--- config.mk ---
export PLATFORM = sky130hd
export DESIGN_NAME = ascii_tagged_frame_parser
export DESIGN_NICKNAME = d
export VERILOG_FILES = /design/src/atfp_pkg.sv /design/src/ascii_tagged_frame_parser.sv /design/src/atfp_core.sv
export SDC_FILE = /design/constraint.sdc
export NUM_CORES = 1
export LEC_CHECK = 0
export ABC_CLOCK_PERIOD_IN_PS = 7310
export BUFFER_PORTS_ARGS = -buffer_cell sky130_fd_sc_hd__clkbuf_2
export CAP_MARGIN = 20
export CORE_MARGIN = 2
export CORE_UTILIZATION = 35
export CTS_CLUSTER_SIZE = 28
export DETAILED_ROUTE_END_ITERATION = 6
export SYNTH_ARGS = -nofsm -noshare
export SYNTH_HDL_FRONTEND = slang
export SYNTH_SLANG_ARGS = --single-unit
--- constraint.sdc ---
create_clock -name clk -period 7.31 [get_ports clk]
set_clock_uncertainty 0.15 [all_clocks]
set_input_delay 1.462 -clock clk [delete_from_list [all_inputs] [get_ports clk]]
set_output_delay 1.462 -clock clk [all_outputs]
set_load 0.01 [all_outputs]
--- src/atfp_pkg.sv ---
// ----------------------------------------------------------------------------
// atfp_pkg: shared types and constants for the tagged frame parser
// Configuration defaults, result kinds, frame length limit and the
// structs that pass between the top level and the parse core.
// ----------------------------------------------------------------------------
package atfp_pkg;

	// Longest frame in bytes before it is dropped
	localparam logic [7:0] MAX_FRAME_BYTES = 8'd255;

	// Register indexes on the configuration port
	localparam logic [1:0] REG_ANGLE_LIMIT = 2'd0;
	localparam logic [1:0] REG_POS_LIMIT   = 2'd1;
	localparam logic [1:0] REG_ANGLE_CTR   = 2'd2;
	localparam logic [1:0] REG_POS_CTR     = 2'd3;

	// Reset values of the registers
	localparam logic [9:0]  ANGLE_LIMIT_RST = 10'd180;
	localparam logic [10:0] POS_LIMIT_RST   = 11'd640;
	localparam logic [9:0]  ANGLE_CTR_RST   = 10'd90;
	localparam logic [10:0] POS_CTR_RST     = 11'd320;

	// Result kinds
	localparam logic [1:0] KIND_MOVE     = 2'd0;
	localparam logic [1:0] KIND_RANGE    = 2'd1;
	localparam logic [1:0] KIND_NO_MOVE  = 2'd2;
	localparam logic [1:0] KIND_OVERFLOW = 2'd3;

	// Frame delimiters and tags
	localparam logic [7:0] CH_START  = 8'h23;
	localparam logic [7:0] CH_END    = 8'h24;
	localparam logic [7:0] CH_ZERO   = 8'd48;
	localparam logic [7:0] CH_NINE   = 8'd57;
	localparam logic [7:0] TAG_ANGLE = 8'h61;
	localparam logic [7:0] TAG_POS   = 8'h78;
	localparam logic [7:0] TAG_COL   = 8'h63;
	localparam logic [7:0] TAG_CMD   = 8'h66;

	typedef struct packed {
		logic [9:0]  angle_limit;
		logic [10:0] position_limit;
		logic [9:0]  angle_center;
		logic [10:0] position_center;
	} cfg_t;

	typedef struct packed {
		logic               valid;
		logic [1:0]         kind;
		logic signed [10:0] angle_offset;
		logic signed [11:0] position_offset;
		logic [3:0]         colour_code;
		logic [3:0]         command_code;
		logic               hold_set;
	} result_t;

endpackage

--- src/ascii_tagged_frame_parser.sv ---
// ----------------------------------------------------------------------------
// ascii_tagged_frame_parser: parser for '#'...'$' tagged command frames
// Input stage, parse core, result register and configuration registers.
// ----------------------------------------------------------------------------
// One received byte per beat; a byte can be accepted on every clock while
// the block does not stall. Each byte is held in the input register, the
// parse core updates its state from it and, on a frame end or an overlong
// frame, loads one result into the output register. The result register
// and the input register let a new byte enter while a result waits; the
// block only stalls when a byte with a result meets a full result register
// that is not being taken. Configuration registers are written directly
// and take effect on the next byte.
module ascii_tagged_frame_parser (
	input  logic        clk,
	input  logic        arst_n,
	// byte stream in
	input  logic        s_tvalid,
	output logic        s_tready,
	input  logic [15:0] s_tdata,   // [7:0] rx_byte, [8] external_hold, [15:9] zero
	// result stream out
	output logic        m_tvalid,
	input  logic        m_tready,
	output logic [31:0] m_tdata,   // [10:0] angle_offset, [22:11] position_offset,
	                               // [26:23] colour_code, [30:27] command_code,
	                               // [31] hold_set
	output logic [1:0]  m_tuser,   // [1:0] kind
	// configuration
	input  logic        cfg_we,
	input  logic [1:0]  cfg_index,
	input  logic [10:0] cfg_data
);

	atfp_pkg::cfg_t    cfg_q;
	atfp_pkg::result_t res;

	logic       valid_s1;
	logic [7:0] byte_s1;
	logic       hold_s1;
	logic       step;

	logic        out_valid_q;
	logic [1:0]  out_kind_q;
	logic [31:0] out_data_q;

	// Stage 1 byte advances unless its result would overrun a waiting one
	assign step     = valid_s1 && (!res.valid || !out_valid_q || m_tready);
	assign s_tready = !valid_s1 || step;

	// Configuration registers
	always_ff @(posedge clk or negedge arst_n) begin
		if (!arst_n) begin
			cfg_q.angle_limit     <= atfp_pkg::ANGLE_LIMIT_RST;
			cfg_q.position_limit  <= atfp_pkg::POS_LIMIT_RST;
			cfg_q.angle_center    <= atfp_pkg::ANGLE_CTR_RST;
			cfg_q.position_center <= atfp_pkg::POS_CTR_RST;
		end else if (cfg_we) begin
			case (cfg_index)
				atfp_pkg::REG_ANGLE_LIMIT: cfg_q.angle_limit     <= cfg_data[9:0];
				atfp_pkg::REG_POS_LIMIT:   cfg_q.position_limit  <= cfg_data;
				atfp_pkg::REG_ANGLE_CTR:   cfg_q.angle_center    <= cfg_data[9:0];
				atfp_pkg::REG_POS_CTR:     cfg_q.position_center <= cfg_data;
				default: ;
			endcase
		end
	end

	// Input register
	always_ff @(posedge clk or negedge arst_n) begin
		if (!arst_n)
			valid_s1 <= 1'b0;
		else if (s_tready)
			valid_s1 <= s_tvalid;
	end

	always_ff @(posedge clk) begin
		if (s_tvalid && s_tready) begin
			byte_s1 <= s_tdata[7:0];
			hold_s1 <= s_tdata[8];
		end
	end

	atfp_core u_core (
		.clk           (clk),
		.arst_n        (arst_n),
		.step          (step),
		.rx_byte       (byte_s1),
		.external_hold (hold_s1),
		.cfg           (cfg_q),
		.result        (res)
	);

	// Result register
	always_ff @(posedge clk or negedge arst_n) begin
		if (!arst_n)
			out_valid_q <= 1'b0;
		else if (step && res.valid)
			out_valid_q <= 1'b1;
		else if (m_tready)
			out_valid_q <= 1'b0;
	end

	always_ff @(posedge clk) begin
		if (step && res.valid) begin
			out_kind_q <= res.kind;
			out_data_q <= {res.hold_set, res.command_code, res.colour_code,
			               res.position_offset, res.angle_offset};
		end
	end

	assign m_tvalid = out_valid_q;
	assign m_tdata  = out_data_q;
	assign m_tuser  = out_kind_q;

endmodule

--- src/atfp_core.sv ---
// ----------------------------------------------------------------------------
// atfp_core: parse state and per-byte step logic
// Holds the frame state and works out, for the byte in the input stage,
// the next state and the result beat it causes (if any).
// ----------------------------------------------------------------------------
module atfp_core (
	input  logic              clk,
	input  logic              arst_n,
	input  logic              step,          // byte in stage 1 is consumed
	input  logic [7:0]        rx_byte,
	input  logic              external_hold,
	input  atfp_pkg::cfg_t    cfg,
	output atfp_pkg::result_t result         // combinational, for stage 1 byte
);

	// Parse modes
	localparam logic [2:0] MODE_IDLE   = 3'd0;
	localparam logic [2:0] MODE_FRAME  = 3'd1;
	localparam logic [2:0] MODE_ANGLE  = 3'd4;
	localparam logic [2:0] MODE_POS    = 3'd5;
	localparam logic [2:0] MODE_COLOUR = 3'd6;
	localparam logic [2:0] MODE_CMD    = 3'd7;

	localparam logic signed [20:0] ACC_SAT = 21'sd65535;

	logic [2:0]         mode_q,    mode_n;
	logic [7:0]         count_q,   count_n;
	logic signed [16:0] angle_q,   angle_n;
	logic signed [16:0] pos_q,     pos_n;
	logic [3:0]         colour_q,  colour_n;
	logic [3:0]         cmd_q,     cmd_n;
	logic               a_seen_q,  a_seen_n;
	logic               p_seen_q,  p_seen_n;

	logic               is_digit;
	logic [3:0]         digit;
	logic signed [16:0] aoff, poff;
	logic               hold;

	// Decimal shift-add with saturation at 65535
	function automatic logic signed [16:0] acc_digit(input logic signed [16:0] acc,
		input logic [3:0] d);
		logic signed [20:0] ext;
		logic signed [20:0] v;
		ext = {{4{acc[16]}}, acc};
		v   = (ext <<< 3) + (ext <<< 1) + $signed({17'd0, d});
		if (v > ACC_SAT)
			return ACC_SAT[16:0];
		return v[16:0];
	endfunction

	assign is_digit = (rx_byte >= atfp_pkg::CH_ZERO) && (rx_byte <= atfp_pkg::CH_NINE);
	assign digit    = rx_byte[3:0];
	assign aoff     = angle_q - $signed({7'd0, cfg.angle_center});
	assign poff     = pos_q - $signed({6'd0, cfg.position_center});

	// Next state and result for one byte
	always_comb begin
		mode_n   = mode_q;
		count_n  = count_q;
		angle_n  = angle_q;
		pos_n    = pos_q;
		colour_n = colour_q;
		cmd_n    = cmd_q;
		a_seen_n = a_seen_q;
		p_seen_n = p_seen_q;
		hold     = 1'b0;

		result                 = '0;
		result.kind            = atfp_pkg::KIND_NO_MOVE;

		if (count_q >= atfp_pkg::MAX_FRAME_BYTES) begin
			// overlong frame: drop the byte and report
			count_n      = '0;
			mode_n       = MODE_IDLE;
			result.valid = 1'b1;
			result.kind  = atfp_pkg::KIND_OVERFLOW;
		end else begin
			count_n = count_q + 8'd1;
			if (rx_byte == atfp_pkg::CH_START) begin
				count_n  = 8'd1;
				a_seen_n = 1'b0;
				p_seen_n = 1'b0;
				mode_n   = MODE_FRAME;
			end else if (rx_byte == atfp_pkg::CH_END && mode_q != MODE_IDLE) begin
				mode_n          = MODE_IDLE;
				count_n         = '0;
				result.hold_set = (cmd_q != 4'd0);
				hold            = external_hold || (cmd_q != 4'd0);
				result.valid    = 1'b1;
				if (angle_q > $signed({7'd0, cfg.angle_limit}) ||
				    pos_q > $signed({6'd0, cfg.position_limit})) begin
					result.kind = atfp_pkg::KIND_RANGE;
					a_seen_n    = 1'b0;
					p_seen_n    = 1'b0;
					angle_n     = '0;
					pos_n       = '0;
				end else if (a_seen_q && p_seen_q && !hold) begin
					result.kind            = atfp_pkg::KIND_MOVE;
					result.angle_offset    = aoff[10:0];
					result.position_offset = poff[11:0];
					angle_n  = aoff;
					pos_n    = poff;
					a_seen_n = 1'b0;
					p_seen_n = 1'b0;
				end else begin
					result.kind = atfp_pkg::KIND_NO_MOVE;
				end
			end else if (rx_byte == atfp_pkg::CH_END) begin
				// stray end mark
				mode_n  = MODE_IDLE;
				pos_n   = '0;
				count_n = '0;
			end else if (mode_q == MODE_IDLE) begin
				count_n = '0;
			end

			// a non-digit closes the open field
			if (!is_digit && mode_n[2])
				mode_n = MODE_FRAME;

			// field digit
			case (mode_n)
				MODE_ANGLE:  angle_n  = acc_digit(angle_n, digit);
				MODE_POS:    pos_n    = acc_digit(pos_n, digit);
				MODE_COLOUR: colour_n = digit;
				MODE_CMD: begin
					if (!external_hold)
						cmd_n = digit;
				end
				default: ;
			endcase

			// tags open a new field
			if (mode_n != MODE_IDLE) begin
				case (rx_byte)
					atfp_pkg::TAG_ANGLE: begin
						mode_n   = MODE_ANGLE;
						a_seen_n = 1'b1;
						angle_n  = '0;
					end
					atfp_pkg::TAG_POS: begin
						mode_n   = MODE_POS;
						p_seen_n = 1'b1;
						pos_n    = '0;
					end
					atfp_pkg::TAG_COL: begin
						mode_n   = MODE_COLOUR;
						colour_n = '0;
					end
					atfp_pkg::TAG_CMD: begin
						mode_n = MODE_CMD;
						cmd_n  = '0;
					end
					default: ;
				endcase
			end
		end

		result.colour_code  = colour_n;
		result.command_code = cmd_n;
	end

	// State registers
	always_ff @(posedge clk or negedge arst_n) begin
		if (!arst_n) begin
			mode_q   <= MODE_IDLE;
			count_q  <= '0;
			angle_q  <= '0;
			pos_q    <= '0;
			colour_q <= '0;
			cmd_q    <= '0;
			a_seen_q <= 1'b0;
			p_seen_q <= 1'b0;
		end else if (step) begin
			mode_q   <= mode_n;
			count_q  <= count_n;
			angle_q  <= angle_n;
			pos_q    <= pos_n;
			colour_q <= colour_n;
			cmd_q    <= cmd_n;
			a_seen_q <= a_seen_n;
			p_seen_q <= p_seen_n;
		end
	end

endmodule
# ---- Word level (Yosys, flattened, before mapping)
# Cells that the tools add are included.
# W data, S select, Z words.
dict set report word_totals {
  regBits 142
  inputBits 34
  out_inout_bits 36
  wordCells 153
}
dict set report classes {
  addsub 7
  order_cmp 7
  n_eq_ne 13
  mux 71
  bitwise 3
  reduce_logical 31
}
# op count
set ops {}
lappend ops {{$mux W17} 21}
lappend ops {{$mux W26} 2}
lappend ops {{$mux W23} 2}
lappend ops {{$add A20 B18 Y21} 2}
lappend ops {{$add A21 B5 Y21} 2}
lappend ops {{$gt A21 B17 Y1 const B} 2}
lappend ops {{$mux W8} 5}
lappend ops {{$mux W4} 9}
lappend ops {{$eq A8 B7 Y1 const B} 4}
lappend ops {{$mux W3} 9}
lappend ops {{$mux W1} 20}
lappend ops {{$gt A17 B11 Y1} 1}
lappend ops {{$gt A17 B12 Y1} 1}
lappend ops {{$sub A17 B11 Y17} 1}
lappend ops {{$sub A17 B12 Y17} 1}
lappend ops {{$eq A8 B6 Y1 const B} 2}
lappend ops {{$eq A3 B3 Y1 const B} 4}
lappend ops {{$pmux W3 S4} 1}
lappend ops {{$reduce_and A2 Y1} 5}
lappend ops {{$add A8 B1 Y8 const B} 1}
lappend ops {{$ge A8 B6 Y1 const B} 1}
lappend ops {{$ge A8 B8 Y1 const B} 1}
lappend ops {{$le A8 B6 Y1 const B} 1}
lappend ops {{$logic_and A1 B1 Y1} 8}
lappend ops {{13 further kinds} 26}

# ---- Longest topological paths before layout
dict set report depth {
  depth_word 19
  ltp_mapped 25
  depth_no_buf 23
}

# ---- Cells and area by module
# Synthesis repeated with hierarchy kept, for this count alone.
dict set report unflattened {
  cells_unflattened 1156
  area_unflattened_um2 10827.9
}
# module n_inst cells_each area_each_um2 seq_area_each_um2
set modules_own_cells {}
lappend modules_own_cells {atfp_core 1 1011 7787.5 1376.3}
lappend modules_own_cells {ascii_tagged_frame_parser 1 145 3040.4 2407.3}

# ---- Least setup slack after synthesis
# No wires, ideal clock.
dict set report synth_path {
  path_kind {reg2reg}
  startpoint {register u_core.angle_q[13]}
  endpoint {register u_core.angle_q[12]}
  setup_time_ns 0.122
  t_arrival_ns 5.558
  t_required_ns 7.038
  slack_ns 1.480
  path_stages_with_launch 22
  n_path_buf 2
  synth_period_minus_slack_ns 5.830
  cell_sequence {dfrtp_1 > or4_4 > or3_4 > a2111oi_4 > a221o_2 > nand3_4 > or2_1 > buf_6 > a2bb2oi_1 > fa_1 > inv_1 > fa_1 > a21o_1 > and4_1 > nor3_1 > nor4b_1 > o41a_1 > o21a_1 > o22ai_2 > buf_2 > nand3_1 > a32o_1}
}
dict set report synth_between {
  elab_chain_cells 16
  elab_cells_between_ends 18
  classes_between {add/sub (3); order compare (2); mux (12); reduce/logical (1)}
}
# item line_no
set synth_rtl {}
lappend synth_rtl {{start: declaration} atfp_core.sv:28} ;# logic signed [16:0] angle_q, angle_n;
lappend synth_rtl {{start signal: assignment} atfp_core.sv:178} ;# angle_q <= angle_n;
lappend synth_rtl {{$sub A17 B11 Y17 / $gt A17 B11 Y1 (equally long branches)} {atfp_core.sv:54, atfp_core.sv:91}}
lappend synth_rtl {{$mux W17 / $logic_or A1 B1 Y1 (equally long branches)} {atfp_core.sv:98, atfp_core.sv:91}}
lappend synth_rtl {{$mux W17} atfp_core.sv:91} ;# if (angle_q > $signed({7'd0, cfg.angle_limit}) ||
lappend synth_rtl {{$mux W17} atfp_core.sv:85} ;# end else if (rx_byte == atfp_pkg::CH_END && mode_q != MODE_IDLE) begin
lappend synth_rtl {{$mux W17 *} atfp_core.sv:80} ;# if (rx_byte == atfp_pkg::CH_START) begin
lappend synth_rtl {{$mux W17 *} atfp_core.sv:72} ;# if (count_q >= atfp_pkg::MAX_FRAME_BYTES) begin
lappend synth_rtl {{$add A20 B18 Y21} atfp_core.sv:46} ;# v = (ext <<< 3) + (ext <<< 1) + $signed({17'd0, d});
lappend synth_rtl {{$add A21 B5 Y21} atfp_core.sv:46}
lappend synth_rtl {{$gt A21 B17 Y1} atfp_core.sv:47} ;# if (v > ACC_SAT)
lappend synth_rtl {{$mux W1} atfp_core.sv:47}
lappend synth_rtl {{$mux W1} atfp_core.sv:123} ;# case (mode_n)
lappend synth_rtl {{$mux W1} atfp_core.sv:72}
lappend synth_rtl {{$mux W17} atfp_core.sv:49} ;# return v[16:0];
lappend synth_rtl {{$mux W17 *} atfp_core.sv:123}
lappend synth_rtl {{$mux W17} atfp_core.sv:136} ;# case (rx_byte)
lappend synth_rtl {{$mux W17 *} atfp_core.sv:135} ;# if (mode_n != MODE_IDLE) begin
# Mark *: on every way between the ends. The rest lies on a longest branch, timed or not. The select of a mux whose other input is x is not followed.
# A chain may end at the register's enable or synchronous reset.

# ---- Worst setup path after layout
dict set report layout_path {
  startpoint {register u_core.angle_q[13]}
  endpoint {register u_core.angle_q[9]}
}
# The elaborated chain is that of the path after synthesis.

==> summary.md <==
| Metric | Value |
|---|---|
| Status | `finished clean` |
| Pins Over Slew Limit | `0` |
| Layout cells sized above 1 | `roughly 15%` |
| Critical R2R Launch | `u_core.angle_q[13]` |
| R2R Setup Slk | `roughly 0.66 ns` |
| GR Util met1 | `24.52%` |
| Worst-Skew Late Latency | `0.44 ns` |
| Critical path launch point type | `flop` |
| Number of synthesized flops with an enable pin | `between 40 and 50` |
| Post-DR wirelength/cell | `18.14 um` |
| Initial antenna violation count | `0` |
| Area added between synthesis and finish | `12.96%` |
| Mapped Cells | `1174` |
| Syn. warnings | `0` |
| R2R Path End | `u_core.angle_q[9]` |
| Row cnt | `64` |
| Setup bufs post-CTS | `0` |
| Slew HR | `27.45%` |
| CTS max path bufs | `2` |
| TNS Setup | `0 ns` |
| DR vias | `9183` |
| Post-synth cell types | `79` |
| Worst-margin pin slew | `1.088 ns` |
| Worst-path fanout max | `16` |
| Gpl congestion | `between 0.8 and 0.9` |
| Num CTS Buffers | `17` |
| Post-synthesis cell area | `0.01086 mm^2` |
| Final net count | `1386` |
| Period minus WS final | `6.646 ns` |
| Synth Area per Inst | `about 9.3 um^2` |
| Req. time, crit path | `roughly 7.5 ns` |
| Syn_nets | `1325` |
| IO Pins | `70` |
| Power per cell area | `166.6 mW/mm^2` |
| Vias in the first global route | `9017` |
| Fin area | `0.01227 mm^2` |
| IO Port Bufs | `62` |
| Routed WL | `29.83 mm` |
| Diode count | `0` |
| DRT antenna net count | `0` |
| First-pass GRT wire length | `between 40 and 50 mm` |
| Dpl cell area | `0.01167 mm^2` |
| Commonest non-fill, non-tap cell in the layout | `ha_1` |
| Worst setup EP type | `flop` |
| H-tree depth | `4` |
| Yosys reg bits | `142` |
| Crit. Startpoint | `u_core.angle_q[13]` |
| Seq/Total Area, Yosys | `34.84%` |
| Initial core utilization | `approximately 36%` |
| Post-DP HPWL | `22.39 mm` |
| M2 GR Usage | `31.40%` |
| Die area | `0.03245 mm^2` |
| Die X | `180.2 um` |
| Filler Cell Count | `between 3k and 4k` |
| Initial detailed-routing violation count | `655` |
| Max frequency | `0.1505 GHz` |
| Most used DFF post-synth | `dfrtp_1` |
| CTS Root Cell | `clkbuf_16` |
| FF-to-FF path depth | `19` |
| Fin crit share | `90.92%` |
| CTS tree | `yes` |
| Critical Path Sink | `u_core.angle_q[9]` |
| DR pass1 iterations | `5` |
| CTS Hold Bufs | `0` |
| Final hold violations | `0` |
| Setup WS pre-CTS | `0.6649 ns` |
| Leak | `5.621 nW` |
| Min setup slack post-route | `0.6636 ns` |
| Die height | `~180 um` |
| # Max-Cap Violations | `0` |
| Most frequent cells in the layout | `ha_1 (111), nand2_1 (101), nor2_1 (89), dfrtp_1 (87), inv_1 (75)` |
| GR peak layer | `met2` |
| CP Class | `flop to flop` |
| Core Region | `roughly 0.031 mm^2` |
| GRT Residual Overflow | `0` |
| Data arrival time of the worst path | `6.82 ns` |
| CTS resizes | `0` |
| Synth async-reset ratio | `69.72%` |
| CTS sink cnt | `142` |
| Setup-failing EPs final | `0` |
| Met3 Use GR | `2.567%` |
| RSZ-0062 raised after global routing | `no` |
| Pin count of the biggest net entering global routing | `78` |
| # DRC | `0` |
| Total track usage | `18.49%` |
| Max VDD drop | `0.1317 mV` |
| Clock transition at the registers of the reported paths | `approximately 0.06 ns` |
| Min-delay worst type | `flop to flop` |
| Vias per inst | `5.586` |
cell families after synthesis:
| family | after synthesis | share of synthesized area, % |
|---|---|---|
| XOR/XNOR | 43 | 3.468 |
| AO/OA/AOI/OAI | 345 | 21.66 |
| flip-flops | 142 | 34.84 |
| buffers and inverters | 114 | 4.240 |
| multiplexers | 48 | 4.816 |
| adder cells (fa/ha/maj) | 117 | 13.89 |
| AND/OR/NAND/NOR | 365 | 17.08 |
routing by layer:
metal	vias up	wire length, um
met1	4436	13550
li1	4483	-
met4	0	582
met2	226	14490
met3	38	1201
met5	-	0
cells in the mapped netlist (5+ instances only):
library cell / count / share of area (%)
a211o_1: 6 / 0.48
a211oi_1: 26 / 1.8
a21o_1: 25 / 1.7
a21oi_1: 61 / 2.8
a22o_1: 14 / 1.1
a31oi_1: 7 / 0.40
a32o_1: 5 / 0.46
and2_1: 10 / 0.58
and3_1: 7 / 0.40
buf_2: 5 / 0.23
clkbuf_1: 30 / 1.0
dfrtp_1: 87 / 20
dfstp_2: 12 / 2.9
edfxtp_1: 43 / 12
fa_1: 6 / 1.1
ha_1: 111 / 13
inv_1: 75 / 2.6
mux2_2: 34 / 3.5
mux2i_1: 14 / 1.3
nand2_1: 101 / 3.5
nand2b_1: 14 / 0.81
nand3_1: 30 / 1.4
nand3b_1: 9 / 0.62
nand4_1: 6 / 0.35
nor2_1: 90 / 3.1
nor2b_1: 7 / 0.40
nor3_1: 26 / 1.2
nor3b_1: 13 / 0.90
nor4_1: 9 / 0.52
o211ai_1: 13 / 0.90
o21a_1: 12 / 0.83
o21ai_0: 75 / 3.5
o21ai_1: 18 / 0.83
o21bai_1: 9 / 0.62
o221ai_1: 16 / 1.3
o22ai_1: 6 / 0.35
o31ai_1: 13 / 0.90
or2_2: 10 / 0.58
or3_1: 14 / 0.81
xnor2_1: 26 / 2.1
xor2_1: 17 / 1.4
layout make-up:
cell class,count,area (um^2),share of cell area (%)
sequential,142,3784,30.84
multi-input combinational,918,6639,54.12
tap,396,495.5,4.039
clock buffer,21,470.5,3.835
inverter,75,281.5,2.295
clock inverter,11,102.6,0.8363
timing repair buffer,81,495.5,4.039
stage by stage:
step / hold slack [ns] / power [mW] / util [%] / cells
global route: 0.3711 / 2.137 / 40.11 / 1644
detailed placement: 0.3266 / 1.192 / 38.14 / 1611
CTS: 0.3411 / 2.060 / 40.02 / 1643
global placement: 0.3231 / 1.186 / 38.05 / 1610
floorplan: 0.3056 / 1.102 / - / 1174
finish: 0.3329 / 2.044 / 40.11 / 1644
flip-flops by register name, indices dropped and copies added, names as in the netlist, 2 cells and up:
register	flops
u_core.count_q	8
cfg_q	42
byte_s1	8
u_core.mode_q	3
u_core.colour_q	4
m_tuser	2
m_tdata	32
u_core.angle_q	17
u_core.pos_q	17
u_core.cmd_q	4
report_power, final:
group | switching [mW] | internal [mW] | total [mW]
clock network | 0.367 | 0.498 | 0.865
logic | 0.163 | 0.114 | 0.277
registers | 0.0300 | 0.873 | 0.903
total | 0.560 | 1.48 | 2.04
how the worst min path moves through the flow:
stage                                 from               end  slack [ns]  depth (start not counted)
after floorplan           u_core.pos_q[15]  u_core.pos_q[15]        0.31                          2
after CTS                 u_core.pos_q[15]  u_core.pos_q[15]        0.34                          2
after global placement    u_core.pos_q[15]  u_core.pos_q[15]        0.32                          2
after global routing      u_core.pos_q[15]  u_core.pos_q[15]        0.37                          2
final                     u_core.pos_q[15]  u_core.pos_q[15]        0.33                          2
after detailed placement  u_core.pos_q[15]  u_core.pos_q[15]        0.33                          2
critical path: stages, from the launching register on:
cell and delay (ns):
dfrtp_1 0.44, or4_4 0.59, or3_4 0.38, a2111oi_4 0.31
a221o_2 0.31, nand3_4 0.14, or2_1 0.36, buf_4 0.25
o21ai_0 0.36, ha_1 0.31, ha_1 0.38, nand3_1 0.12
nor2_1 0.16, and3_1 0.19, nor4b_1 0.57, or3_1 0.21
o2111ai_1 0.16, o22ai_2 0.66, nand3_1 0.17, a32o_1 0.30
Note: power is estimated with default switching activity, not from simulation.
